`src/rtl/rtf_pkg.sv`:
```
// Shared types, constants and table functions for the rotozoom texel fetch core.
`timescale 1ns / 1ps

package rtf_pkg;

   localparam int TEXTURE_SIDE = 128;
   localparam int DISPLAY_W    = 320;
   localparam int DISPLAY_H    = 240;

   localparam logic [1:0] OP_LOAD    = 2'd0;
   localparam logic [1:0] OP_RENDER  = 2'd1;
   localparam logic [1:0] OP_ADVANCE = 2'd2;

   localparam int CSR_IDX_W  = 2;
   localparam int CSR_DATA_W = 9;
   localparam logic [CSR_IDX_W-1:0] CSR_TEX_WIDTH  = 2'd0;
   localparam logic [CSR_IDX_W-1:0] CSR_TEX_HEIGHT = 2'd1;
   localparam logic [CSR_IDX_W-1:0] CSR_ANGLE_STEP = 2'd2;

   localparam logic [8:0] ANGLE_STEP_RESET = 9'd2;

   localparam int TEXEL_W = 24;
   localparam int TRIG_W  = 16;   // Q1.14 sine/cosine, signed
   localparam int COORD_W = 11;   // magnitude of scaled texture coordinate
   localparam int RAW_W   = 16;   // row*width+column before folding into the store
   localparam int Q_W     = 13;   // |P*s*6| >> 28
   localparam int SCALE_SHIFT = 28;
   localparam int FIVE_SHIFT  = 18;
   localparam logic [15:0] RECIP_FIVE = 16'd52429;   // ceil(2^18/5), exact below 2^18

   typedef struct packed {
      logic [1:0]         operation;
      logic [13:0]        texel_index;
      logic [TEXEL_W-1:0] texel_rgb;
      logic [8:0]         pixel_x;
      logic [8:0]         pixel_y;
   } req_type;

   typedef struct packed {
      logic [8:0]         out_x;
      logic [8:0]         out_y;
      logic [TEXEL_W-1:0] color;
   } rsp_type;

   // what an item carries down the pipe besides the arithmetic
   typedef struct packed {
      logic               is_load;
      logic [8:0]         pixel_x;
      logic [8:0]         pixel_y;
      logic [13:0]        texel_index;
      logic [TEXEL_W-1:0] texel_rgb;
   } side_type;

   // texture size with zero already mapped to one
   typedef struct packed {
      logic [7:0] tex_w;
      logic [7:0] tex_h;
   } div_type;

   typedef struct packed {
      side_type           side;
      logic               neg_v;
      logic [COORD_W-1:0] mag_u;
      logic [COORD_W-1:0] mag_v;
   } coord_type;

   typedef struct packed {
      side_type   side;
      logic       neg_v;
      logic [7:0] rem_u;
      logic [7:0] rem_v;
   } remd_type;

   localparam logic [14:0] QUARTER_SINE [91] = '{
          15'd0,   15'd286,   15'd572,   15'd857,  15'd1143,
       15'd1428,  15'd1713,  15'd1997,  15'd2280,  15'd2563,
       15'd2845,  15'd3126,  15'd3406,  15'd3686,  15'd3964,
       15'd4240,  15'd4516,  15'd4790,  15'd5063,  15'd5334,
       15'd5604,  15'd5872,  15'd6138,  15'd6402,  15'd6664,
       15'd6924,  15'd7182,  15'd7438,  15'd7692,  15'd7943,
       15'd8192,  15'd8438,  15'd8682,  15'd8923,  15'd9162,
       15'd9397,  15'd9630,  15'd9860, 15'd10087, 15'd10311,
      15'd10531, 15'd10749, 15'd10963, 15'd11174, 15'd11381,
      15'd11585, 15'd11786, 15'd11982, 15'd12176, 15'd12365,
      15'd12551, 15'd12733, 15'd12911, 15'd13085, 15'd13255,
      15'd13421, 15'd13583, 15'd13741, 15'd13894, 15'd14044,
      15'd14189, 15'd14330, 15'd14466, 15'd14598, 15'd14726,
      15'd14849, 15'd14968, 15'd15082, 15'd15191, 15'd15296,
      15'd15396, 15'd15491, 15'd15582, 15'd15668, 15'd15749,
      15'd15826, 15'd15897, 15'd15964, 15'd16026, 15'd16083,
      15'd16135, 15'd16182, 15'd16225, 15'd16262, 15'd16294,
      15'd16322, 15'd16344, 15'd16362, 15'd16374, 15'd16382,
      15'd16384
   };

   // full-wave sine from the quarter table, deg below 360
   function automatic logic signed [TRIG_W-1:0] rtf_sine(input logic [8:0] deg);
      logic [8:0]        idx;
      logic              neg;
      logic [TRIG_W-1:0] mag;
      if (deg <= 9'd90) begin
         idx = deg;
         neg = 1'b0;
      end else if (deg <= 9'd180) begin
         idx = 9'd180 - deg;
         neg = 1'b0;
      end else if (deg <= 9'd270) begin
         idx = deg - 9'd180;
         neg = 1'b1;
      end else begin
         idx = 9'd360 - deg;
         neg = 1'b1;
      end
      mag = {1'b0, QUARTER_SINE[idx[6:0]]};
      return neg ? $signed(-mag) : $signed(mag);
   endfunction

   // angle of the cosine: deg + 90 modulo 360
   function automatic logic [8:0] rtf_cos_deg(input logic [8:0] deg);
      return (deg >= 9'd270) ? deg - 9'd270 : deg + 9'd90;
   endfunction

   // one restoring step of an unsigned remainder
   function automatic logic [7:0] rtf_rem_step(input logic [7:0] rem, input logic bit_in,
                                               input logic [7:0] div);
      logic [8:0] t;
      t = {rem, bit_in};
      if (t >= {1'b0, div}) t = t - {1'b0, div};
      return t[7:0];
   endfunction

endpackage

```
`src/rtl/rtf_coord_unit.sv`:
```
// Rotate and zoom pipeline: screen coordinate to signed texture coordinate magnitudes.
`timescale 1ns / 1ps

module rtf_coord_unit (
   input  logic                clock,
   input  logic                reset,
   input  logic                in_valid,
   output logic                in_ready,
   input  rtf_pkg::side_type   in_side,
   input  logic [8:0]          angle,
   output logic                out_valid,
   input  logic                out_ready,
   output rtf_pkg::coord_type  out_data
);

   localparam int NS     = 6;
   localparam int TW     = rtf_pkg::TRIG_W;
   localparam int PROD_W = 26;
   localparam int MUL_W  = 40;
   localparam int CW     = rtf_pkg::COORD_W;
   localparam int QW     = rtf_pkg::Q_W;
   localparam int FIVE_W = QW + 16;

   logic [NS-1:0]    vld_ff;
   logic [NS:0]      go;
   rtf_pkg::side_type side_ff [NS];

   logic signed [TW-1:0]     sin0_ff, cos0_ff, sin1_ff, sin2_ff;
   logic signed [PROD_W-1:0] xc1_ff, ys1_ff, xs1_ff, yc1_ff;
   logic signed [PROD_W-1:0] xc1_in, ys1_in, xs1_in, yc1_in;
   logic signed [PROD_W-1:0] pu2_ff, pv2_ff, pu2_in, pv2_in;
   logic signed [MUL_W-1:0]  mu3_ff, mv3_ff, mu3_in, mv3_in;
   logic [QW-1:0]            qu4_ff, qv4_ff, qu4_in, qv4_in;
   logic                     negv4_ff, negv5_ff;
   logic [CW-1:0]            tu5_ff, tv5_ff, tu5_in, tv5_in;

   logic signed [9:0]  x0, y0;
   logic [MUL_W-1:0]   mag_u, mag_v;
   logic [MUL_W+1:0]   six_u, six_v;
   logic [FIVE_W-1:0]  fu, fv;

   // a stage may load when it is empty or its item moves on
   always_comb begin
      go[NS] = out_ready;
      for (int k = NS - 1; k >= 0; k--) go[k] = !vld_ff[k] || go[k+1];
   end

   assign in_ready  = go[0];
   assign out_valid = vld_ff[NS-1];

   always_ff @(posedge clock) begin
      if (reset) begin
         vld_ff <= '0;
      end else begin
         if (go[0]) vld_ff[0] <= in_valid;
         for (int k = 1; k < NS; k++) begin
            if (go[k]) vld_ff[k] <= vld_ff[k-1];
         end
      end
   end

   always_comb begin
      x0 = $signed({1'b0, side_ff[0].pixel_x});
      y0 = $signed({1'b0, side_ff[0].pixel_y});
      xc1_in = PROD_W'(x0) * PROD_W'(cos0_ff);
      ys1_in = PROD_W'(y0) * PROD_W'(sin0_ff);
      xs1_in = PROD_W'(x0) * PROD_W'(sin0_ff);
      yc1_in = PROD_W'(y0) * PROD_W'(cos0_ff);

      pu2_in = xc1_ff - ys1_ff;
      pv2_in = xs1_ff + yc1_ff;

      mu3_in = MUL_W'(pu2_ff) * MUL_W'(sin2_ff);
      mv3_in = MUL_W'(pv2_ff) * MUL_W'(sin2_ff);

      // |P*s| * 6, then the 2^28 part of the divisor
      mag_u  = mu3_ff[MUL_W-1] ? $unsigned(-mu3_ff) : $unsigned(mu3_ff);
      mag_v  = mv3_ff[MUL_W-1] ? $unsigned(-mv3_ff) : $unsigned(mv3_ff);
      six_u  = {mag_u, 2'b00} + {1'b0, mag_u, 1'b0};
      six_v  = {mag_v, 2'b00} + {1'b0, mag_v, 1'b0};
      qu4_in = six_u[rtf_pkg::SCALE_SHIFT +: QW];
      qv4_in = six_v[rtf_pkg::SCALE_SHIFT +: QW];

      // divide by 5 through the reciprocal
      fu     = FIVE_W'(qu4_ff) * FIVE_W'(rtf_pkg::RECIP_FIVE);
      fv     = FIVE_W'(qv4_ff) * FIVE_W'(rtf_pkg::RECIP_FIVE);
      tu5_in = fu[rtf_pkg::FIVE_SHIFT +: CW];
      tv5_in = fv[rtf_pkg::FIVE_SHIFT +: CW];
   end

   always_ff @(posedge clock) begin
      if (go[0]) begin
         side_ff[0] <= in_side;
         sin0_ff    <= rtf_pkg::rtf_sine(angle);
         cos0_ff    <= rtf_pkg::rtf_sine(rtf_pkg::rtf_cos_deg(angle));
      end
      for (int k = 1; k < NS; k++) begin
         if (go[k]) side_ff[k] <= side_ff[k-1];
      end
      if (go[1]) begin
         sin1_ff <= sin0_ff;
         xc1_ff  <= xc1_in;
         ys1_ff  <= ys1_in;
         xs1_ff  <= xs1_in;
         yc1_ff  <= yc1_in;
      end
      if (go[2]) begin
         sin2_ff <= sin1_ff;
         pu2_ff  <= pu2_in;
         pv2_ff  <= pv2_in;
      end
      if (go[3]) begin
         mu3_ff <= mu3_in;
         mv3_ff <= mv3_in;
      end
      if (go[4]) begin
         negv4_ff <= mv3_ff[MUL_W-1];
         qu4_ff   <= qu4_in;
         qv4_ff   <= qv4_in;
      end
      if (go[5]) begin
         negv5_ff <= negv4_ff;
         tu5_ff   <= tu5_in;
         tv5_ff   <= tv5_in;
      end
   end

   assign out_data.side  = side_ff[NS-1];
   assign out_data.neg_v = negv5_ff;
   assign out_data.mag_u = tu5_ff;
   assign out_data.mag_v = tv5_ff;

endmodule

```
`config.mk`:
```
export PLATFORM = sky130hd
export DESIGN_NAME = rtf_coord_unit
export DESIGN_NICKNAME = d
export VERILOG_FILES = /design/src/rtl/rtf_pkg.sv /design/src/rtl/rtf_coord_unit.sv
export SDC_FILE = /design/constraint.sdc
export NUM_CORES = 2
export LEC_CHECK = 0
export ABC_AREA = 1
export BUFFER_PORTS_ARGS = -buffer_cell sky130_fd_sc_hd__buf_4
export CAP_MARGIN = 20
export CORE_ASPECT_RATIO = 0.5
export CORE_UTILIZATION = 55
export CTS_CLUSTER_SIZE = 20
export DETAILED_ROUTE_END_ITERATION = 6
export GPL_TIMING_DRIVEN = 0
export MAX_ROUTING_LAYER = met4
export PLACE_DENSITY = 0.74
export SETUP_SLACK_MARGIN = 0.5
export SLEW_MARGIN = 10
export SYNTH_ARGS = -nofsm -noshare
export SYNTH_HDL_FRONTEND = slang
export SYNTH_SLANG_ARGS = --single-unit
```
`constraint.sdc`:
```
create_clock -name clock -period 14.6 [get_ports clock]
set_input_delay 0.73 -clock clock [delete_from_list [all_inputs] [get_ports clock]]
set_output_delay 0.73 -clock clock [all_outputs]
set_load 0.02 [all_outputs]
```
* Word-level counts from Yosys, hierarchy flattened
Memories as Yosys holds them, arrays and structs flattened. Index checks and enable logic that the tools add are counted.
Word-level totals: input port bits 70, bits in read-only memories 3840, register bits 356, output and inout port bits 82, memories kept 3, RAM bits 342
Operators by class: $mul 8, reductions and logical operators 12, add/subtract/negate cells 16, order comparisons 9, bitwise gates (word level) 2, muxes and demuxes 35
Memories:
- (name not given) | words 128, bits a word 15, rd ports 1, clocked after memory_dff 0, write ports 0, line rtf_pkg.sv:114 | mag = {1'b0, QUARTER_SINE[idx[6:0]]};
- (name not given) | words 128, bits a word 15, rd ports 1, clocked after memory_dff 0, write ports 0, line rtf_pkg.sv:114
- side_ff | words 6, bits a word 57, rd ports 6, clocked after memory_dff 0, write ports 6, line rtf_coord_unit.sv:26 | rtf_pkg::side_type side_ff [NS];
Operator list (count):
- multiplier 10 x 16 -> 26 bit | 4
- two-way mux 15 bit | 6
- adder 41 bit | 2
- multiplier 26 x 16 -> 40 bit | 2
- two-way mux 40 bit | 2
- negator 40 bit | 2
- multiplier 13 x 16 -> 29 bit, second input constant | 2
- two-way mux 7 bit | 8
- negator 15 -> 16 bit | 2
- adder 26 bit | 1
- subtractor 26 bit | 1
- <= comparator 9 x 7 -> 1 bit, second input constant | 2
- <= comparator 9 x 8 -> 1 bit, second input constant | 2
- <= comparator 9 bit, second input constant | 2
- two-way mux 1 bit | 18
- greater-or-equal comparator 8 bit, second input constant | 2
- NOT 7 -> 8 bit | 2
- subtractor 6 x 7 -> 7 bit, first input constant | 2
- subtractor 7 x 6 -> 7 bit, second input constant | 2
- subtractor 7 bit, first input constant | 2
- adder 9 x 7 -> 9 bit, second input constant | 1
- greater-or-equal comparator 9 bit, second input constant | 1
- two-way mux 9 bit | 1
- subtractor 9 bit, second input constant | 1
- 2 further kinds | 12

* Logic depth before layout (Yosys ltp)
depth in word-level cells 14, mapped depth 37

* Least setup slack after synthesis
Ideal clock, no wire load.
kind in2reg, start point in out_ready, end point mem side_ff[1][0] (netlist bit) (enable), path buffers 0, path slack 702 ps, arrival time 13369 ps, required time 14071 ps, cell stages on the path 10, cell sequence nor2_1 > inv_1 > nor2_1 > inv_1 > nor2_1 > inv_1 > nor2_1 > inv_1 > nor2_1 > inv_1
RTL lines:
- start, declared | line rtf_coord_unit.sv:12 | input logic out_ready,
- end, declared | line rtf_coord_unit.sv:26

* Worst setup path in the final report
start point reg sin2_ff[2], end point reg mu3_ff[39] (data pin)
On the way: word-level cells in the longest chain between the ends 1
RTL lines:
- start, declared | line rtf_coord_unit.sv:28 | logic signed [TW-1:0] sin0_ff, cos0_ff, sin1_ff, sin2_ff;
- start signal, assigned | line rtf_coord_unit.sv:108 | sin2_ff <= sin1_ff;
- multiplier 26 x 16 -> 40 bit | line rtf_coord_unit.sv:73 | mu3_in = MUL_W'(pu2_ff) * MUL_W'(sin2_ff);
- net mu3_in[39] | line rtf_coord_unit.sv:32 | logic signed [MUL_W-1:0] mu3_ff, mv3_ff, mu3_in, mv3_in;
- end signal, assigned | line rtf_coord_unit.sv:113 | mu3_ff <= mu3_in;
- end, declared | line rtf_coord_unit.sv:32
The timed path passes the listed nets, and every way through them passes these cells. A chain may end at the register's enable or synchronous reset.

==> impl_metrics.json <==
{
  "first_global_vias": 66670,
  "layout_commonest_cell": "inv_1",
  "required_ns": 15.03,
  "antenna_found_initial": 10,
  "crit_path_frequent_cell": "nand2_1",
  "cp-end-kind": "register",
  "row_count": 104,
  "synth_top_area_share_pct": 30.64,
  "hp-class": "in2reg",
  "holdCritStartpoint": "in_side[46]",
  "cts_buffer_depth": 3,
  "post_cts_buffers": 0,
  "vias": 65800,
  "synth_flop_cell": "edfxtp_1",
  "arrival_ns": 9.51,
  "final.fill_count": 13820,
  "fmaxAchievable_mhz": 110.1,
  "final.period_utilization_pct": 62.21,
  "grt.busiest_layer": "met2",
  "setup_viol": 0,
  "layout-drive-gt1-share_pct": 4.379,
  "maxCapViolations": 0,
  "hold_viol_final": 0,
  "violations": "DRC",
  "cts.sinks": 698,
  "routed_via_density": 5.303,
  "start_kind": "register",
  "synth.distinct_cells": 67,
  "critPathSlowestCell": "clkbuf_1",
  "antenna_left": 0,
  "grt_use_met2_pct": 46.94,
  "post-dp-hpwl_um": 188000,
  "htree_levels": 3,
  "grt.met1_usage_pct": 39.52,
  "grt_max_degree": 106,
  "place_congestion": 1.008,
  "wirelength_um": 233700,
  "worstReg2RegStart": "sin2_ff[2]",
  "multi_input_area_um2": 56710,
  "netlist_area_um2": 89130,
  "cp_max_fo": 10,
  "critPathKind": "reg2reg",
  "timing.setup.tns_ns": 0,
  "syn_inst": 9954,
  "synth_area_leaders": "fa_1 (31%), edfxtp_1 (23%), inv_1 (11%)",
  "ys_ff_latch": 698,
  "grt_util_all_layers_pct": 30.15,
  "synth-seq-area-share_pct": 23.45,
  "die-area_um2": 163800,
  "cts_buffers": 68,
  "clkTransAtPathRegs_ns": 0.07,
  "cpPeakStageDelay_ns": 0.94,
  "clk_latency_ns": 0.72,
  "yosysWarnings": 0,
  "slew_violations": 0,
  "ctsResizeCount": 0,
  "rsz0062_at_grt": "no",
  "wl_per_cell_um": 18.83,
  "start_util_pct": 55.42,
  "numPortBuffers": 149,
  "syn_to_final_growth_pct": 7.125,
  "final_cell_mix": "inv_1 (2625), nand2_1 (2169), fa_1 (1364)",
  "grtUsageMet3_pct": 6.057,
  "status": "finished, violations left",
  "fin_skew_ns": 0.05150,
  "rrSetupSlack_ns": 5.52,
  "period_minus_slack_ns": 9.082,
  "nets": 12370,
  "max_slew_margin_pct": 15.78,
  "design.core.area_um2": 160800,
  "io_pins": 152,
  "synth-async-reset-ratio_pct": 0,
  "crit_start": "sin2_ff[2]",
  "grt-ovfl-total": 0,
  "fin_util_pct": 59.37,
  "avgSynthCellArea_um2": 8.954,
  "worst_pin_slew_ns": 1.263,
  "area.sequential_um2": 20900,
  "drtIter0Drc": 5770,
  "drt_first_pass_iters": 7,
  "cts_root_buf": "clkbuf_16",
  "grt_first_pass_wirelength_um": 367400,
  "fp.dieW_um": 571.3,
  "synth.net_count": 12140,
  "yosys.area.top_type": "fa_1",
  "cts_tree": "yes",
  "drc": 3,
  "hold_buffers": 0,
  "die_y_um": 286.7,
  "synth_edf_count": 692
}
-- layer usage --
metal	vias to the layer above	wire, um
met4	0	9510
met2	2606	106300
met5	-	0
met1	32290	96020
met3	541	21870
li1	30370	-
-- stage by stage --
stage                     instances  area [um^2]  hold slack (ns)  worst slack, ns
after floorplan                9954        89130           0.4003           0.7021
after global placement        12280        92970           0.4002           -7.056
after global routing          12410        95480           0.1636            5.214
after detailed placement      12280        93190           0.4045            5.849
final                         12410        95480           0.1816            5.518
after CTS                     12400        95470           0.1394            5.776
-- final cells by class --
cell class                 count  share of cell area, %
antenna                        5                0.01310
buffer                       356                  1.593
clock buffer                  85                  1.892
clock inverter                36                 0.4993
inverter                    2664                  10.51
multi-input combinational   6236                  59.39
sequential                   698                  21.89
tap                         2173                  2.847
timing repair buffer         156                  1.360
-- critical path: cells and delay by family (launching register included) --
family	cells	cell delay, ns
XOR/XNOR	1	0.40
buffers and inverters	5	1.95
AND/OR/NAND/NOR	7	0.72
adder cells (fa/ha/maj)	7	3.39
AO/OA/AOI/OAI	9	1.96
flip-flops	1	0.34
-- worst paths after layout --
path | cells past startpoint | to
min reg2reg | 0 | side_ff[4][44]
max | 29 | mu3_ff[39]
max reg2reg | 29 | mu3_ff[39]
min | 1 | side_ff[0][46]
-- cells by family after synthesis --
group                      count (synthesis)  synth area share [%]
AOI/OAI and AO/OA                        774                 4.865
xor gates and xnor gates                 414                 4.089
adders and majority gates               2116                 41.19
buffers and inverters                   3020                 12.94
DFF                                      698                 23.45
and+or+nand+nor                         2932                 13.47
-- sequential cells by signal, summed over array words and instances (netlist names), 26 cells and up --
register / count
mu3_ff: 40
mv3_ff: 40
pu2_ff: 26
pv2_ff: 26
side_ff: 342
xc1_ff: 26
xs1_ff: 26
yc1_ff: 26
ys1_ff: 26
-- cell usage after synthesis, types with 4 or more instances --
library cell / n
nand3_2: 14
o21a_1: 6
xnor2_1: 141
nand2_1: 2170
o2111ai_1: 4
nor4_1: 18
o22ai_1: 5
nor3_1: 35
nor2_4: 5
or2_2: 17
buf_1: 20
a21o_1: 17
xor2_1: 272
inv_2: 28
o21ai_0: 188
o311ai_0: 4
a21oi_1: 384
nand2_4: 9
fa_1: 1364
nand2_2: 36
o21ai_1: 26
nand4_1: 43
a31oi_1: 27
buf_4: 15
o221ai_1: 8
o21bai_1: 19
o31ai_1: 16
ha_1: 752
edfxtp_1: 692
nand3_1: 262
buf_6: 13
or4_1: 4
inv_1: 2630
o211ai_1: 27
a211oi_1: 14
a21oi_2: 4
nand3b_1: 4
a221oi_1: 7
a21boi_0: 6
buf_2: 12
dfxtp_1: 6
nor2_1: 290
nor2_2: 14
clkbuf_1: 295
Power is not shown: default switching activity piles up to over one toggle a cycle in this logic, so the estimate is an artifact.
