--- config.mk ---
export PLATFORM = sky130hd
export DESIGN_NAME = rtf_rem_unit
export DESIGN_NICKNAME = d
export VERILOG_FILES = /design/src/rtl/rtf_pkg.sv /design/src/rtl/rtf_rem_unit.sv
export SDC_FILE = /design/constraint.sdc
export NUM_CORES = 1
export LEC_CHECK = 0
export ABC_CLOCK_PERIOD_IN_PS = 8670
export BUFFER_PORTS_ARGS = -buffer_cell sky130_fd_sc_hd__buf_2
export CAP_MARGIN = 20
export CORE_ASPECT_RATIO = 0.8
export CORE_UTILIZATION = 55
export CTS_CLUSTER_SIZE = 40
export DETAILED_ROUTE_END_ITERATION = 10
export PLACE_DENSITY = 0.75
export REMOVE_ABC_BUFFERS = 1
export SLEW_MARGIN = 10
export SYNTH_ARGS = -nofsm -noshare
export SYNTH_HDL_FRONTEND = slang
export SYNTH_SLANG_ARGS = --single-unit
--- constraint.sdc ---
create_clock -name clock -period 8.67 [get_ports clock]
set_clock_uncertainty 0.05 [all_clocks]
set_input_delay 1.3005 -clock clock [delete_from_list [all_inputs] [get_ports clock]]
set_output_delay 1.3005 -clock clock [all_outputs]
set_load 0.005 [all_outputs]
--- src/rtl/rtf_pkg.sv ---
// Shared types, constants and table functions for the rotozoom texel fetch core.
`timescale 1ns / 1ps

package rtf_pkg;

   localparam int TEXTURE_SIDE = 128;
   localparam int DISPLAY_W    = 320;
   localparam int DISPLAY_H    = 240;

   localparam logic [1:0] OP_LOAD    = 2'd0;
   localparam logic [1:0] OP_RENDER  = 2'd1;
   localparam logic [1:0] OP_ADVANCE = 2'd2;

   localparam int CSR_IDX_W  = 2;
   localparam int CSR_DATA_W = 9;
   localparam logic [CSR_IDX_W-1:0] CSR_TEX_WIDTH  = 2'd0;
   localparam logic [CSR_IDX_W-1:0] CSR_TEX_HEIGHT = 2'd1;
   localparam logic [CSR_IDX_W-1:0] CSR_ANGLE_STEP = 2'd2;

   localparam logic [8:0] ANGLE_STEP_RESET = 9'd2;

   localparam int TEXEL_W = 24;
   localparam int TRIG_W  = 16;   // Q1.14 sine/cosine, signed
   localparam int COORD_W = 11;   // magnitude of scaled texture coordinate
   localparam int RAW_W   = 16;   // row*width+column before folding into the store
   localparam int Q_W     = 13;   // |P*s*6| >> 28
   localparam int SCALE_SHIFT = 28;
   localparam int FIVE_SHIFT  = 18;
   localparam logic [15:0] RECIP_FIVE = 16'd52429;   // ceil(2^18/5), exact below 2^18

   typedef struct packed {
      logic [1:0]         operation;
      logic [13:0]        texel_index;
      logic [TEXEL_W-1:0] texel_rgb;
      logic [8:0]         pixel_x;
      logic [8:0]         pixel_y;
   } req_type;

   typedef struct packed {
      logic [8:0]         out_x;
      logic [8:0]         out_y;
      logic [TEXEL_W-1:0] color;
   } rsp_type;

   // what an item carries down the pipe besides the arithmetic
   typedef struct packed {
      logic               is_load;
      logic [8:0]         pixel_x;
      logic [8:0]         pixel_y;
      logic [13:0]        texel_index;
      logic [TEXEL_W-1:0] texel_rgb;
   } side_type;

   // texture size with zero already mapped to one
   typedef struct packed {
      logic [7:0] tex_w;
      logic [7:0] tex_h;
   } div_type;

   typedef struct packed {
      side_type           side;
      logic               neg_v;
      logic [COORD_W-1:0] mag_u;
      logic [COORD_W-1:0] mag_v;
   } coord_type;

   typedef struct packed {
      side_type   side;
      logic       neg_v;
      logic [7:0] rem_u;
      logic [7:0] rem_v;
   } remd_type;

   localparam logic [14:0] QUARTER_SINE [91] = '{
          15'd0,   15'd286,   15'd572,   15'd857,  15'd1143,
       15'd1428,  15'd1713,  15'd1997,  15'd2280,  15'd2563,
       15'd2845,  15'd3126,  15'd3406,  15'd3686,  15'd3964,
       15'd4240,  15'd4516,  15'd4790,  15'd5063,  15'd5334,
       15'd5604,  15'd5872,  15'd6138,  15'd6402,  15'd6664,
       15'd6924,  15'd7182,  15'd7438,  15'd7692,  15'd7943,
       15'd8192,  15'd8438,  15'd8682,  15'd8923,  15'd9162,
       15'd9397,  15'd9630,  15'd9860, 15'd10087, 15'd10311,
      15'd10531, 15'd10749, 15'd10963, 15'd11174, 15'd11381,
      15'd11585, 15'd11786, 15'd11982, 15'd12176, 15'd12365,
      15'd12551, 15'd12733, 15'd12911, 15'd13085, 15'd13255,
      15'd13421, 15'd13583, 15'd13741, 15'd13894, 15'd14044,
      15'd14189, 15'd14330, 15'd14466, 15'd14598, 15'd14726,
      15'd14849, 15'd14968, 15'd15082, 15'd15191, 15'd15296,
      15'd15396, 15'd15491, 15'd15582, 15'd15668, 15'd15749,
      15'd15826, 15'd15897, 15'd15964, 15'd16026, 15'd16083,
      15'd16135, 15'd16182, 15'd16225, 15'd16262, 15'd16294,
      15'd16322, 15'd16344, 15'd16362, 15'd16374, 15'd16382,
      15'd16384
   };

   // full-wave sine from the quarter table, deg below 360
   function automatic logic signed [TRIG_W-1:0] rtf_sine(input logic [8:0] deg);
      logic [8:0]        idx;
      logic              neg;
      logic [TRIG_W-1:0] mag;
      if (deg <= 9'd90) begin
         idx = deg;
         neg = 1'b0;
      end else if (deg <= 9'd180) begin
         idx = 9'd180 - deg;
         neg = 1'b0;
      end else if (deg <= 9'd270) begin
         idx = deg - 9'd180;
         neg = 1'b1;
      end else begin
         idx = 9'd360 - deg;
         neg = 1'b1;
      end
      mag = {1'b0, QUARTER_SINE[idx[6:0]]};
      return neg ? $signed(-mag) : $signed(mag);
   endfunction

   // angle of the cosine: deg + 90 modulo 360
   function automatic logic [8:0] rtf_cos_deg(input logic [8:0] deg);
      return (deg >= 9'd270) ? deg - 9'd270 : deg + 9'd90;
   endfunction

   // one restoring step of an unsigned remainder
   function automatic logic [7:0] rtf_rem_step(input logic [7:0] rem, input logic bit_in,
                                               input logic [7:0] div);
      logic [8:0] t;
      t = {rem, bit_in};
      if (t >= {1'b0, div}) t = t - {1'b0, div};
      return t[7:0];
   endfunction

endpackage

--- src/rtl/rtf_rem_unit.sv ---
// Pipelined restoring remainder of the coordinate magnitudes by texture width and height.
`timescale 1ns / 1ps

module rtf_rem_unit (
   input  logic               clock,
   input  logic               reset,
   input  logic               in_valid,
   output logic               in_ready,
   input  rtf_pkg::coord_type in_data,
   input  rtf_pkg::div_type   div,
   output logic               out_valid,
   input  logic               out_ready,
   output rtf_pkg::remd_type  out_data
);

   localparam int CW    = rtf_pkg::COORD_W;
   localparam int STEPS = 3;                       // dividend bits per stage
   localparam int NS    = (CW + STEPS - 1) / STEPS;

   logic [NS-1:0]     vld_ff;
   logic [NS:0]       go;
   rtf_pkg::side_type side_ff [NS];
   logic [NS-1:0]     negv_ff;
   logic [7:0]        ru_ff [NS], rv_ff [NS], ru_in [NS], rv_in [NS];
   logic [CW-1:0]     du_ff [NS], dv_ff [NS], du_in [NS], dv_in [NS];

   always_comb begin
      go[NS] = out_ready;
      for (int k = NS - 1; k >= 0; k--) go[k] = !vld_ff[k] || go[k+1];
   end

   assign in_ready  = go[0];
   assign out_valid = vld_ff[NS-1];

   always_ff @(posedge clock) begin
      if (reset) begin
         vld_ff <= '0;
      end else begin
         if (go[0]) vld_ff[0] <= in_valid;
         for (int k = 1; k < NS; k++) begin
            if (go[k]) vld_ff[k] <= vld_ff[k-1];
         end
      end
   end

   // dividend shifts out MSB first; the last stage may take fewer bits
   always_comb begin
      logic [7:0]    r_u, r_v;
      logic [CW-1:0] d_u, d_v;
      for (int k = 0; k < NS; k++) begin
         if (k == 0) begin
            r_u = '0;
            r_v = '0;
            d_u = in_data.mag_u;
            d_v = in_data.mag_v;
         end else begin
            r_u = ru_ff[k-1];
            r_v = rv_ff[k-1];
            d_u = du_ff[k-1];
            d_v = dv_ff[k-1];
         end
         for (int j = 0; j < STEPS; j++) begin
            if (k * STEPS + j < CW) begin
               r_u = rtf_pkg::rtf_rem_step(r_u, d_u[CW-1], div.tex_w);
               r_v = rtf_pkg::rtf_rem_step(r_v, d_v[CW-1], div.tex_h);
               d_u = {d_u[CW-2:0], 1'b0};
               d_v = {d_v[CW-2:0], 1'b0};
            end
         end
         ru_in[k] = r_u;
         rv_in[k] = r_v;
         du_in[k] = d_u;
         dv_in[k] = d_v;
      end
   end

   always_ff @(posedge clock) begin
      for (int k = 0; k < NS; k++) begin
         if (go[k]) begin
            side_ff[k] <= (k == 0) ? in_data.side  : side_ff[k-1];
            negv_ff[k] <= (k == 0) ? in_data.neg_v : negv_ff[k-1];
            ru_ff[k]   <= ru_in[k];
            rv_ff[k]   <= rv_in[k];
            du_ff[k]   <= du_in[k];
            dv_ff[k]   <= dv_in[k];
         end
      end
   end

   assign out_data.side  = side_ff[NS-1];
   assign out_data.neg_v = negv_ff[NS-1];
   assign out_data.rem_u = ru_ff[NS-1];
   assign out_data.rem_v = rv_ff[NS-1];

endmodule

Word level (Yosys, flattened, before mapping)
Memory sizes are Yosys's and may differ from the RTL's.
Cells that the tools add are included.
{"block": "op_classes", "mux": 30, "n_reduce_logical": 8, "addsub": 22, "order_cmp": 22}
{"operator": "9-bit by 8-bit >= comparator with 1-bit output", "count": 20}
{"operator": "8-bit 2-to-1 mux", "count": 22}
{"operator": "8-bit subtractor", "count": 20}
{"operator": "1-bit by 8-bit >= comparator with 1-bit output", "count": 2}
{"operator": "1-bit by 8-bit subtractor with 8-bit output", "count": 2}
{"operator": "1-bit 2-to-1 mux", "count": 8}
{"operator": "1-bit logical NOT", "count": 4}
{"operator": "1-bit logical OR", "count": 4}
{"block": "word_totals", "ramBits": 364, "memories": 5, "ff_bits": 8, "output_inout_bits": 76}
{"name": "side_ff", "depth": 4, "word_bits": 57, "read_ports": 4, "rd_clocked_by_memory_dff": 0, "wr": 4, "line_no": "rtf_rem_unit.sv:22", "rtl": "rtf_pkg::side_type side_ff [NS];"}
{"name": "du_ff", "depth": 4, "word_bits": 9, "read_ports": 3, "rd_clocked_by_memory_dff": 0, "wr": 4, "line_no": "rtf_rem_unit.sv:25", "rtl": "logic [CW-1:0] du_ff [NS], dv_ff [NS], du_in [NS], dv_in [NS];"}
{"name": "dv_ff", "depth": 4, "word_bits": 9, "read_ports": 3, "rd_clocked_by_memory_dff": 0, "wr": 4, "line_no": "rtf_rem_unit.sv:25"}
{"name": "ru_ff", "depth": 4, "word_bits": 8, "read_ports": 4, "rd_clocked_by_memory_dff": 0, "wr": 4, "line_no": "rtf_rem_unit.sv:24", "rtl": "logic [7:0] ru_ff [NS], rv_ff [NS], ru_in [NS], rv_in [NS];"}
{"name": "rv_ff", "depth": 4, "word_bits": 8, "read_ports": 4, "rd_clocked_by_memory_dff": 0, "wr": 4, "line_no": "rtf_rem_unit.sv:24"}

Longest topological paths before layout
Gate-level depths: netlist (run 1).
{"block": "depth", "ltp_word": 7, "mapped_depth": 27, "depth_no_buf": 26}

Worst setup path after synthesis (run 1)
No wires, ideal clock.
{"block": "synth_path", "kind": "input port to flip-flop", "startpoint": "in div[9] (netlist name)", "endpoint": "mem ru_ff[1][1], data pin", "setup_ns": 0.260, "n_path_buf": 1, "setup_slack_ns": 0.919, "cell_stages": 27, "arrival_time_ns": 7.441, "required_time_ns": 8.360, "cell_sequence": "inv_1 -> ha_1 -> nor2b_1 -> o31ai_1 -> a31oi_1 -> o21ai_0 -> clkbuf_1 -> nor2_1 -> a21oi_1 -> inv_1 -> ha_1 -> nor2b_1 -> o21ai_0 -> a21oi_1 -> or4_1 -> nand4_1 -> nand2_1 -> mux2i_1 -> ha_1 -> nor2b_1 -> o21a_1 -> o21a_1 -> o31a_1 -> nor4_1 -> nor2_1 -> a311oi_4 -> mux2_2"}
{"item": "from (decl)", "line_no": "rtf_rem_unit.sv:10", "rtl": "input rtf_pkg::div_type div,"}
{"item": "to (decl)", "line_no": "rtf_rem_unit.sv:24"}

==> summary.txt, run 1 <==
Global routing
  – GRT overflow: 0
  – Largest net degree at the start of global routing: 79
  – Vias in the first global route: about 11,000
  – Tot GR Track Use: between 20% and 30%
  – Global-route wire length before repair: about 60 mm
  – Initial antenna violation count: 1

CTS
  – CTS tree: done
  – CTS Sinks: 330
  – Setup Fix Bufs, Post-CTS: 0
  – CTS H-Tree Depth: 2
  – Clk buf depth: 3
  – Clock transition at path regs: about 60 ps
  – Post-CTS sizing: 0
  – CTS Hold Bufs: 0
  – Clock Latency Late Sink: 520 ps
  – TritonCTS Buffers: 35
  – CTS Root Cell: clkbuf_16

Power
  – Reg power frac: 27.9%
  – P_int: 5.12 mW
  – Total Power: 7.94 mW
  – Leak pwr: 8.81 nW
  – Psw: ~2.8 mW
  – Gate power share: 52.8%
  – Power Dens Cells: 379 mW/mm^2
  – Peak VDD IR: 0.000328 V
  – Switch share: a little over a third
  – Clock share of power: 19.3%

Job
  – Max Cap Viol: 0

Timing
  – WHS: 359 ps
  – Max-slew violations: 0
  – Fin. Hold Viols: 0
  – Final period utilization: 90.8%
  – Highest clock rate: 0.127 GHz
  – Slew HR: between 40% and 50%
  – Min Clock Period, post-route: 7870 ps
  – RSZ-0062 raised after global routing: false
  – Worst-Margin Slew: 839 ps
  – Total Neg Setup Slack: 0 ps
  – Endpoints failing setup: 0

Synth
  – Avg Inst Size Synth: around 13 um^2
  – Post-synth top flop: edfxtp_1
  – Mapped Cells: ~1,400
  – Synth warn: 0
  – Seq/Total Area, Yosys: 54.3%
  – Synth Register Bits: 330
  – Number of synthesized flops with an enable pin: 326
  – Yosys cell types: 61
  – Async S/R FF share, synth: 0%
  – Post-Syn Area: around 0.018 mm^2

Drt
  – M1 WL: around 17 mm
  – Remaining antenna violation count after routing: 0
  – Met3 wire len: 1.99 mm
  – Met2 Routed Length: about 19 mm
  – Vias/cell: 5.64
  – Routed WL per cell: between 15 and 20 um
  – Drt drc: 0
  – 1st-iter DRT viols: 725
  – Post-Route WL: 39.0 mm
  – Vias: 11,811
  – First-pass DRT Iterations: 7
  – Highest routed metal layer: met4

Setup path
  – Kind of end point of the critical path: register
  – WP data arrival: about 8100 ps
  – Worst path max stage delay: 540 ps
  – WS Path Type: input port to register
  – Slowest library cell on the worst path: a311oi_4
  – Worst-path fanout max: 18
  – Critical Path RT: 8890 ps
  – Startpoint types: input port

Floorplan
  – Die H: 165 um
  – Starting Density: 55.9%
  – Io pins: 176
  – Rows: 59
  – DIE AREA: 0.0338 mm^2
  – Core area: 0.0326 mm^2
  – Die X: 205 um

Layout
  – Area grow syn2layout: 15.3%
  – Most frequent cells in the layout: edfxtp_1 (326), buf_2 (175), ha_1 (164)
  – Multi-input logic area: 0.00795 mm^2
  – Layout cell share with drive strength beyond 1: 23.4%
  – Core Util, Final: about 64%
  – Layout net count: 1,925
  – Commonest non-fill, non-tap cell in the layout: edfxtp_1
  – Seq. cell area: 0.00987 mm^2
  – Fillers: between 2,000 and 2,500

Hold path
  – Hold Path Class: register to register

Place
  – Final HPWL DP: around 28 mm
  – GP Congestion: 0.919
  – Port bufs: 175

Run status
  – Run status: finished, final reports clean
[cell usage after synthesis, types with 4 or more instances]
library cell  instances  area (um^2)
a21boi_0              8         60.1
a21o_1               18          135
a21oi_1              92          460
a31oi_1               7         43.8
and2_1                4         25.0
clkbuf_1              4         15.0
dfxtp_1               4         80.1
edfxtp_1            326         9790
fa_1                 20          400
ha_1                164         2050
inv_1                92          345
mux2_2              100         1130
mux2_4                7          105
mux2i_1              17          170
nand2_1              58          218
nand2b_1             11         68.8
nand3_1              12         60.1
nand4_1              27          169
nor2_1              105          394
nor2b_1              35          219
nor3_1               21          105
nor4_1                4         25.0
o211ai_1              4         30.0
o21a_1               19          143
o21ai_0              68          340
o21bai_1             18          135
o31a_1                7         61.3
o31ai_1               8         60.1
or2_2                 9         56.3
or3_1                 9         56.3
xnor2_1              65          569
xor2_1               28          245
[final timing paths]
check / from / to / slack, ps / cells after the start
max: div[9] / ru_ff[2][6] / 800 / 27
max reg2reg: ru_ff[1][2] / ru_ff[2][6] / 1540 / 25
min: side_ff[2][30] / side_ff[3][30] / 360 / 0
min reg2reg: side_ff[2][30] / side_ff[3][30] / 360 / 0
[kinds of logic (layout without fill, tap and decap cells)]
logic type | Yosys count | count (layout) | share of synthesized area (%)
xor gates and xnor gates | 93 | 93 | 4.48
other | 0 | 1 | 0
AOI/OAI and AO/OA | 278 | 278 | 9.89
and+or+nand+nor | 303 | 303 | 8.05
buffers and inverters | 99 | 354 | 2.11
muxes | 124 | 124 | 7.71
DFF | 330 | 330 | 54.3
adders and majority gates | 184 | 184 | 13.5
[worst max-delay path, delay by kind of cell]
kind	cells	cell delay (ps)
AOI/OAI and AO/OA	11	2610
buffers and inverters	4	740
and+or+nand+nor	7	1560
adders and majority gates	3	960
muxes	2	900
[power groups by stage]
stage               sequential (mW)  combinational (mW)  clock, mW
floorplan                      2.22                3.28          0
global placement               2.24                3.98          0
detailed placement             2.25                4.09          0
CTS                            2.22                4.15       1.57
global route                   2.24                4.59       1.62
finish                         2.22                4.19       1.53
[registers in the layout, indices dropped and copies added, names as in the netlist]
signal and cells:
dv_ff 15, vld_ff 4, ru_ff 32, negv_ff 4, rv_ff 32, du_ff 15
side_ff 228
[routing by layer]
layer	vias up	track usage, %
met5	-	0
met4	0	7.74
met3	74	3.51
met2	336	37.5
met1	5630	30.7
li1	5771	-
[stage by stage]
stage	setup WS, ps	cell area [um^2]	cells
after detailed placement	451	19800	2030
after global placement	606	19800	2030
after global routing	278	21000	2094
after CTS	917	20900	2092
after floorplan	762	18100	1404
final	798	21000	2094
[area by class of cell]
cell class | count | share of cell area (%)
well taps | 427 | 2.55
clock inverters | 19 | 1.21
repair buffers | 200 | 5.17
flip-flops and latches | 330 | 47.1
multi-input cells | 982 | 37.9
diodes | 1 | 0.0119
clock buffers | 43 | 4.46
inverters | 92 | 1.65
Note: power is estimated with default switching activity, not from simulation.
==> inputs of run 2 (changes only) <==
GPL_TIMING_DRIVEN = 0   (was unset)
==> run 2 against run 1 <==
Non-clock buffer count down 10; maximum frequency down 2.3%; clock power fell by 10%; combinational power about the same; core utilization is 0.49 points lower; wire length shrank 5.0%; count of clock-buffer cells in the layout decreased by 8; cell area shrank 0.76%; global-route usage down 1.3 points; power shrank 2.5%; largest power group unchanged.
==> summary.txt, run 2 (synthesis results as in run 1) <==
Run status
  – Run status: finished, final reports clean (unchanged)

Place
  – Final HPWL DP: 26.3 mm (was 28.1 mm)
  – Placed cell areas: 0.0197 mm^2 (was 0.0198 mm^2)
  – Dpl ws: -804 ps (was 451 ps)
  – GP Congestion: 0.887 (was 0.919)
  – Inst Count DP: 2,011 (was 2,030)
  – Port bufs: 175 (unchanged)

Floorplan
  – Rows: 59 (unchanged)
  – Core area: 0.0326 mm^2 (unchanged)
  – Die X: 205 um (unchanged)
  – Io pins: 176 (unchanged)
  – DIE AREA: 0.0338 mm^2 (unchanged)
  – Die H: 165 um (unchanged)
  – Starting Density: 55.9% (unchanged)

Layout
  – Fin area: 0.0208 mm^2 (was 0.0210 mm^2)
  – Fillers: 2,440 (was 2,419)
  – Non-Filler Instances: 2,078 (was 2,094)
  – Commonest non-fill, non-tap cell in the layout: edfxtp_1 (unchanged)
  – Core Util, Final: 63.9% (was 64.4%)
  – Largest Register: side_ff (unchanged)
  – Biggest regs: side_ff x228, ru_ff x32, rv_ff x32 (unchanged)
  – Layout cell share with drive strength beyond 1: 22.8% (was 23.4%)
  – Layout net count: 1,911 (was 1,925)
  – Number of flip-flops in the largest register: 228 (unchanged)
  – Most frequent cells in the layout: edfxtp_1 (326), buf_2 (175), ha_1 (164) (unchanged)
  – Area grow syn2layout: 14.5% (was 15.3%)

Power
  – Peak VDD IR: 0.000389 V (was 0.000328 V)
  – Power Dens Cells: 372 mW/mm^2 (was 379 mW/mm^2)
  – Leak pwr: 8.70 nW (was 8.81 nW)
  – Total Power: 7.74 mW (was 7.94 mW)

Global routing
  – Largest net degree at the start of global routing: 54 (was 79)
  – Initial antenna violation count: 1 (unchanged)
  – Tot GR Track Use: 21.4% (was 22.7%)
  – Vias in the first global route: 11,475 (was 11,370)
  – GRT overflow: 0 (unchanged)
  – Global-route wire length before repair: 57.1 mm (was 59.3 mm)

Setup path
  – CP endpoint: rv_ff[2][2] (was ru_ff[2][6])
  – Startpoint types: input port (unchanged)
  – Flop2flop setup slack: 1450 ps (was 1540 ps)
  – Worst-path fanout max: 8 (was 18)
  – Kind of end point of the critical path: register (unchanged)
  – WS Path Type: input port to register (unchanged)
  – Crit path from: div[1] (was div[9])
  – Reg2reg end: rv_ff[2][2] (was ru_ff[2][6])
  – Critical Path RT: 8930 ps (was 8890 ps)
  – WP data arrival: 8320 ps (was 8090 ps)
  – Worst reg2reg path depth: 22 (was 25)
  – Worst reg2reg path startpoint: rv_ff[1][0] (was ru_ff[1][2])

Timing
  – Max-slew violations: 0 (unchanged)
  – Slew HR: 48.5% (was 44.1%)
  – Worst-Margin Slew: 766 ps (was 839 ps)
  – Final period utilization: 92.9% (was 90.8%)
  – Final worst slack: 612 ps (was 798 ps)
  – Fin. Hold Viols: 0 (unchanged)
  – Endpoints failing setup: 0 (unchanged)
  – Highest clock rate: 0.124 GHz (was 0.127 GHz)
  – RSZ-0062 raised after global routing: false (unchanged)
  – Min Clock Period, post-route: 8060 ps (was 7870 ps)

CTS
  – TritonCTS Buffers: 31 (was 35)
  – CTS tree: done (unchanged)
  – CTS Root Cell: clkbuf_16 (unchanged)
  – Clk buf depth: 3 (unchanged)
  – Clock transition at path regs: 60 ps (about the same)
  – CTS Hold Bufs: 0 (unchanged)
  – CTS H-Tree Depth: 1 (was 2)
  – Clock Latency Late Sink: 570 ps (was 520 ps)
  – CTS Sinks: 330 (unchanged)

Drt
  – 1st-iter DRT viols: 697 (was 725)
  – Vias/cell: 5.64 (about the same)
  – Vias: 11,724 (was 11,811)
  – Post-Route WL: 37.0 mm (was 39.0 mm)
  – Routed WL per cell: 17.8 um (was 18.6 um)
  – Drt drc: 0 (unchanged)
  – Remaining antenna violation count after routing: 0 (unchanged)
  – First-pass DRT Iterations: 5 (was 7)

Job
  – Max Cap Viol: 0 (unchanged)

Hold path
  – Hold Path Class: register to register (unchanged)
## run 2: through the flow
step | TNS [ps] | hold slack (ps)
2_1_floorplan | 0 | 350
3_3_place_gp | -10130 | 350
3_5_place_dp | -7800 | 355
4_1_cts | 0 | 367
5_1_grt | 0 | 373
6_report | 0 | 365
## run 2: how the worst min path moves through the flow
| stage | from | end | slack [ps] | cells past startpoint |
|---|---|---|---|---|
| after floorplan | du_ff[0][1] | du_ff[1][4] | 350 | 0 |
| final | side_ff[2][36] | side_ff[3][36] | 370 | 0 |
| after detailed placement | du_ff[0][3] | du_ff[1][6] | 350 | 0 |
| after global routing | side_ff[1][36] | side_ff[2][36] | 370 | 0 |
| after CTS | side_ff[2][36] | side_ff[3][36] | 370 | 0 |
| after global placement | side_ff[0][54] | side_ff[1][54] | 350 | 0 |
## run 2: critical path, stage by stage
cell and delay [ps]:
buf_2 290, clkinvlp_4 270, ha_1 350, nor2b_1 130, o21ai_0 250, a21oi_1 150, o31ai_1 680, o21ai_0 330
ha_1 390, nor2b_1 160, o21a_1 200, o31ai_1 350, a21oi_1 200, a21oi_1 380, mux2i_1 420, ha_1 320
nor2b_1 140, o21a_1 180, o31ai_1 280, a21oi_1 160, o21bai_1 180, a221o_1 360, a21oi_2 420, mux2_2 420
## run 2: report_power, final
part / switching, mW / total (mW) / internal (mW) / leakage [nW]
combinational: 2.09 / 4.16 / 2.06 / 4.71
clock: 0.591 / 1.37 / 0.782 / 0.494
sequential: 0.0840 / 2.21 / 2.13 / 3.50
## run 2: final cells by class
| class | instances | area (um^2) | area share, % |
|---|---|---|---|
| clock inverter | 21 | 240 | 1.15 |
| multi-input combinational | 982 | 7950 | 38.2 |
| tap | 427 | 534 | 2.57 |
| inverter | 92 | 358 | 1.72 |
| antenna | 1 | 2.50 | 0.0120 |
| timing repair buffer | 190 | 1070 | 5.13 |
| sequential | 330 | 9870 | 47.4 |
| clock buffer | 35 | 791 | 3.80 |
## run 2: per-layer routing
metal / track usage, % / part of all wire, % / vias to the layer above
met5: 0 / 0 / -
met4: 5.56 / 2.0 / 0
met3: 2.68 / 4.9 / 53
met2: 37.4 / 49 / 331
met1: 28.3 / 44 / 5598
li1: - / - / 5742
## run 2: timing repair
item                                    4_1_cts  5_1_grt
gates cloned                                  0        0
buffers inserted                              0       10
resized for setup                             2        2
endpoints found under the setup margin        8       23
endpoints found under the hold margin         0        0
==> inputs of run 3 (changes only) <==
CORE_UTILIZATION = 40   (was 55)
PLACE_DENSITY = unset   (was 0.75)
==> run 3 against run 2 <==
Via count decreased by 1.6%; largest power group unchanged; sequential power about the same; count of clock-buffer cells in the layout increased by 6; cell area increased by 1.3%.
==> summary.txt, run 3 (synthesis results as in run 1) <==
CTS
  – CTS Root Cell: clkbuf_16 (unchanged)
  – CTS Sinks: 330 (unchanged)
  – CTS tree: done (unchanged)
  – CTS H-Tree Depth: 2 (was 1)
  – Clk buf depth: 3 (unchanged)
  – Clock Latency Late Sink: 520 ps (was 570 ps)
  – Clock transition at path regs: 60 ps (about the same)
  – TritonCTS Buffers: 35 (was 31)

Global routing
  – Largest net degree at the start of global routing: 59 (was 54)
  – Tot GR Track Use: 16.1% (was 21.4%)
  – Initial antenna violation count: 0 (was 1)
  – Global-route wire length before repair: 58.4 mm (was 57.1 mm)
  – Vias in the first global route: 11,035 (was 11,475)
  – GRT overflow: 0 (unchanged)

Drt
  – Met2 Routed Length: 17.5 mm (was 18.2 mm)
  – Routed WL per cell: 16.8 um (was 17.8 um)
  – First-pass DRT Iterations: 5 (unchanged)
  – Remaining antenna violation count after routing: 0 (unchanged)
  – M1 WL: 18.0 mm (was 16.2 mm)
  – 1st-iter DRT viols: 493 (was 697)
  – Vias/cell: 5.13 (was 5.64)
  – Highest routed metal layer: met4 (unchanged)
  – Drt drc: 0 (unchanged)
  – Vias: 11,540 (was 11,724)
  – Met3 wire len: 1.49 mm (was 1.82 mm)
  – Post-Route WL: 37.8 mm (was 37.0 mm)

Timing
  – Max-slew violations: 0 (unchanged)
  – RSZ-0062 raised after global routing: false (unchanged)
  – Total Neg Setup Slack: 0 ps (unchanged)
  – WHS: 366 ps (was 365 ps)
  – Slew HR: 47.2% (was 48.5%)
  – Final worst slack: 477 ps (was 612 ps)
  – Worst-Margin Slew: 793 ps (was 766 ps)
  – Min Clock Period, post-route: 8190 ps (was 8060 ps)
  – Endpoints failing setup: 0 (unchanged)
  – Fin. Hold Viols: 0 (unchanged)
  – Highest clock rate: 0.122 GHz (was 0.124 GHz)
  – Final period utilization: 94.5% (was 92.9%)

Setup path
  – WP data arrival: 8400 ps (was 8320 ps)
  – Slowest library cell on the worst path: o31ai_2 (was o31ai_1)
  – Kind of end point of the critical path: register (unchanged)
  – CP most frequent cell: a21oi_1 (unchanged)
  – WP buf/inv: 4 (was 2)
  – WS Path Type: input port to register (unchanged)
  – Crit path from: div[1] (unchanged)
  – Critical Path RT: 8880 ps (was 8930 ps)
  – Worst reg2reg path startpoint: rv_ff[1][0] (unchanged)
  – Worst path max stage delay: 450 ps (was 680 ps)
  – Worst-path fanout max: 12 (was 8)
  – Critical path's top delay family: compound AO/OA/AOI/OAI gates (unchanged)
  – Startpoint types: input port (unchanged)

Floorplan
  – Starting Density: 40.7% (was 55.9%)
  – Die X: 240 um (was 205 um)
  – Core area: 0.0446 mm^2 (was 0.0326 mm^2)
  – DIE AREA: 0.0463 mm^2 (was 0.0338 mm^2)
  – Rows: 69 (was 59)
  – Die H: 193 um (was 165 um)
  – Io pins: 176 (unchanged)

Power
  – Power Dens Cells: 369 mW/mm^2 (was 372 mW/mm^2)
  – Leak pwr: 8.72 nW (was 8.70 nW)
  – Total Power: 7.78 mW (was 7.74 mW)
  – Peak VDD IR: 0.000414 V (was 0.000389 V)

Layout
  – Layout net count: 1,909 (was 1,911)
  – Largest Register: side_ff (unchanged)
  – Core Util, Final: 47.2% (was 63.9%)
  – Most frequent cells in the layout: edfxtp_1 (326), buf_2 (176), ha_1 (164) (was edfxtp_1 (326), buf_2 (175), ha_1 (164))
  – Layout cell share with drive strength beyond 1: 22.7% (was 22.8%)
  – Commonest non-fill, non-tap cell in the layout: edfxtp_1 (unchanged)
  – Non-Filler Instances: 2,249 (was 2,078)
  – Biggest regs: side_ff x228, ru_ff x32, rv_ff x32 (unchanged)
  – ANT cells: 0 (was 1)
  – Number of flip-flops in the largest register: 228 (unchanged)
  – Area grow syn2layout: 15.9% (was 14.5%)
  – Fin area: 0.0211 mm^2 (was 0.0208 mm^2)

Hold path
  – Hold Path Class: register to register (unchanged)
  – Hold wc startpoint: side_ff[2][3] (was side_ff[2][36])

Place
  – Dpl ws: -525 ps (was -804 ps)
  – Placed cell areas: 0.0199 mm^2 (was 0.0197 mm^2)
  – Port bufs: 175 (unchanged)
  – GP Congestion: 0.820 (was 0.887)
  – Inst Count DP: 2,188 (was 2,011)
  – Final HPWL DP: 27.0 mm (was 26.3 mm)

Job
  – Max Cap Viol: 0 (unchanged)

Run status
  – Run status: finished, final reports clean (unchanged)
## run 3: layout make-up
class,count,area (um^2)
multi-input combinational,982,7950
clock inverter,17,201
clock buffer,41,898
fill,3972,23600
sequential,330,9870
inverter,92,354
timing repair buffer,184,1050
tap,603,754
## run 3: repair_timing
item / in CTS / in global routing
setup buffers: 0 / 1
resized for setup: 0 / 4
hold buffers: 0 / 0
endpoints found under the setup margin: 0 / 15
## run 3: per-layer routing
metal / up-vias / GRT usage (%)
met5: - / 0
met4: 0 / 4.31
met3: 51 / 2.52
met2: 218 / 25.8
met1: 5517 / 22.7
li1: 5754 / -
## run 3: worst paths after layout
path,endpoint,slack (ps),depth (start not counted)
max,rv_ff[2][1],480,27
min,side_ff[3][3],370,0
max reg2reg,rv_ff[2][1],1640,24
min reg2reg,side_ff[3][3],370,0
## run 3: worst register-to-register path, cell delays in order, from the launching register on
cell	delay (ps)
edfxtp_1	460
ha_1	320
nor2b_1	130
o21ai_0	200
a21oi_1	170
o31ai_2	450
buf_4	230
nand2_1	50
o21ai_0	230
ha_1	360
nor2b_1	140
o21a_1	190
o31ai_1	300
a21oi_1	190
a21oi_1	430
mux2i_1	400
ha_1	310
nor2b_1	140
o21a_1	180
o31ai_1	320
a21oi_1	160
o21bai_1	200
a221o_1	360
a21oi_2	380
mux2_2	420
## run 3: where the power goes
group / switching (mW) / internal [mW]
Clock: 0.609 / 0.837
Combinational: 2.07 / 2.06
Sequential: 0.0822 / 2.13
Total: 2.76 / 5.02
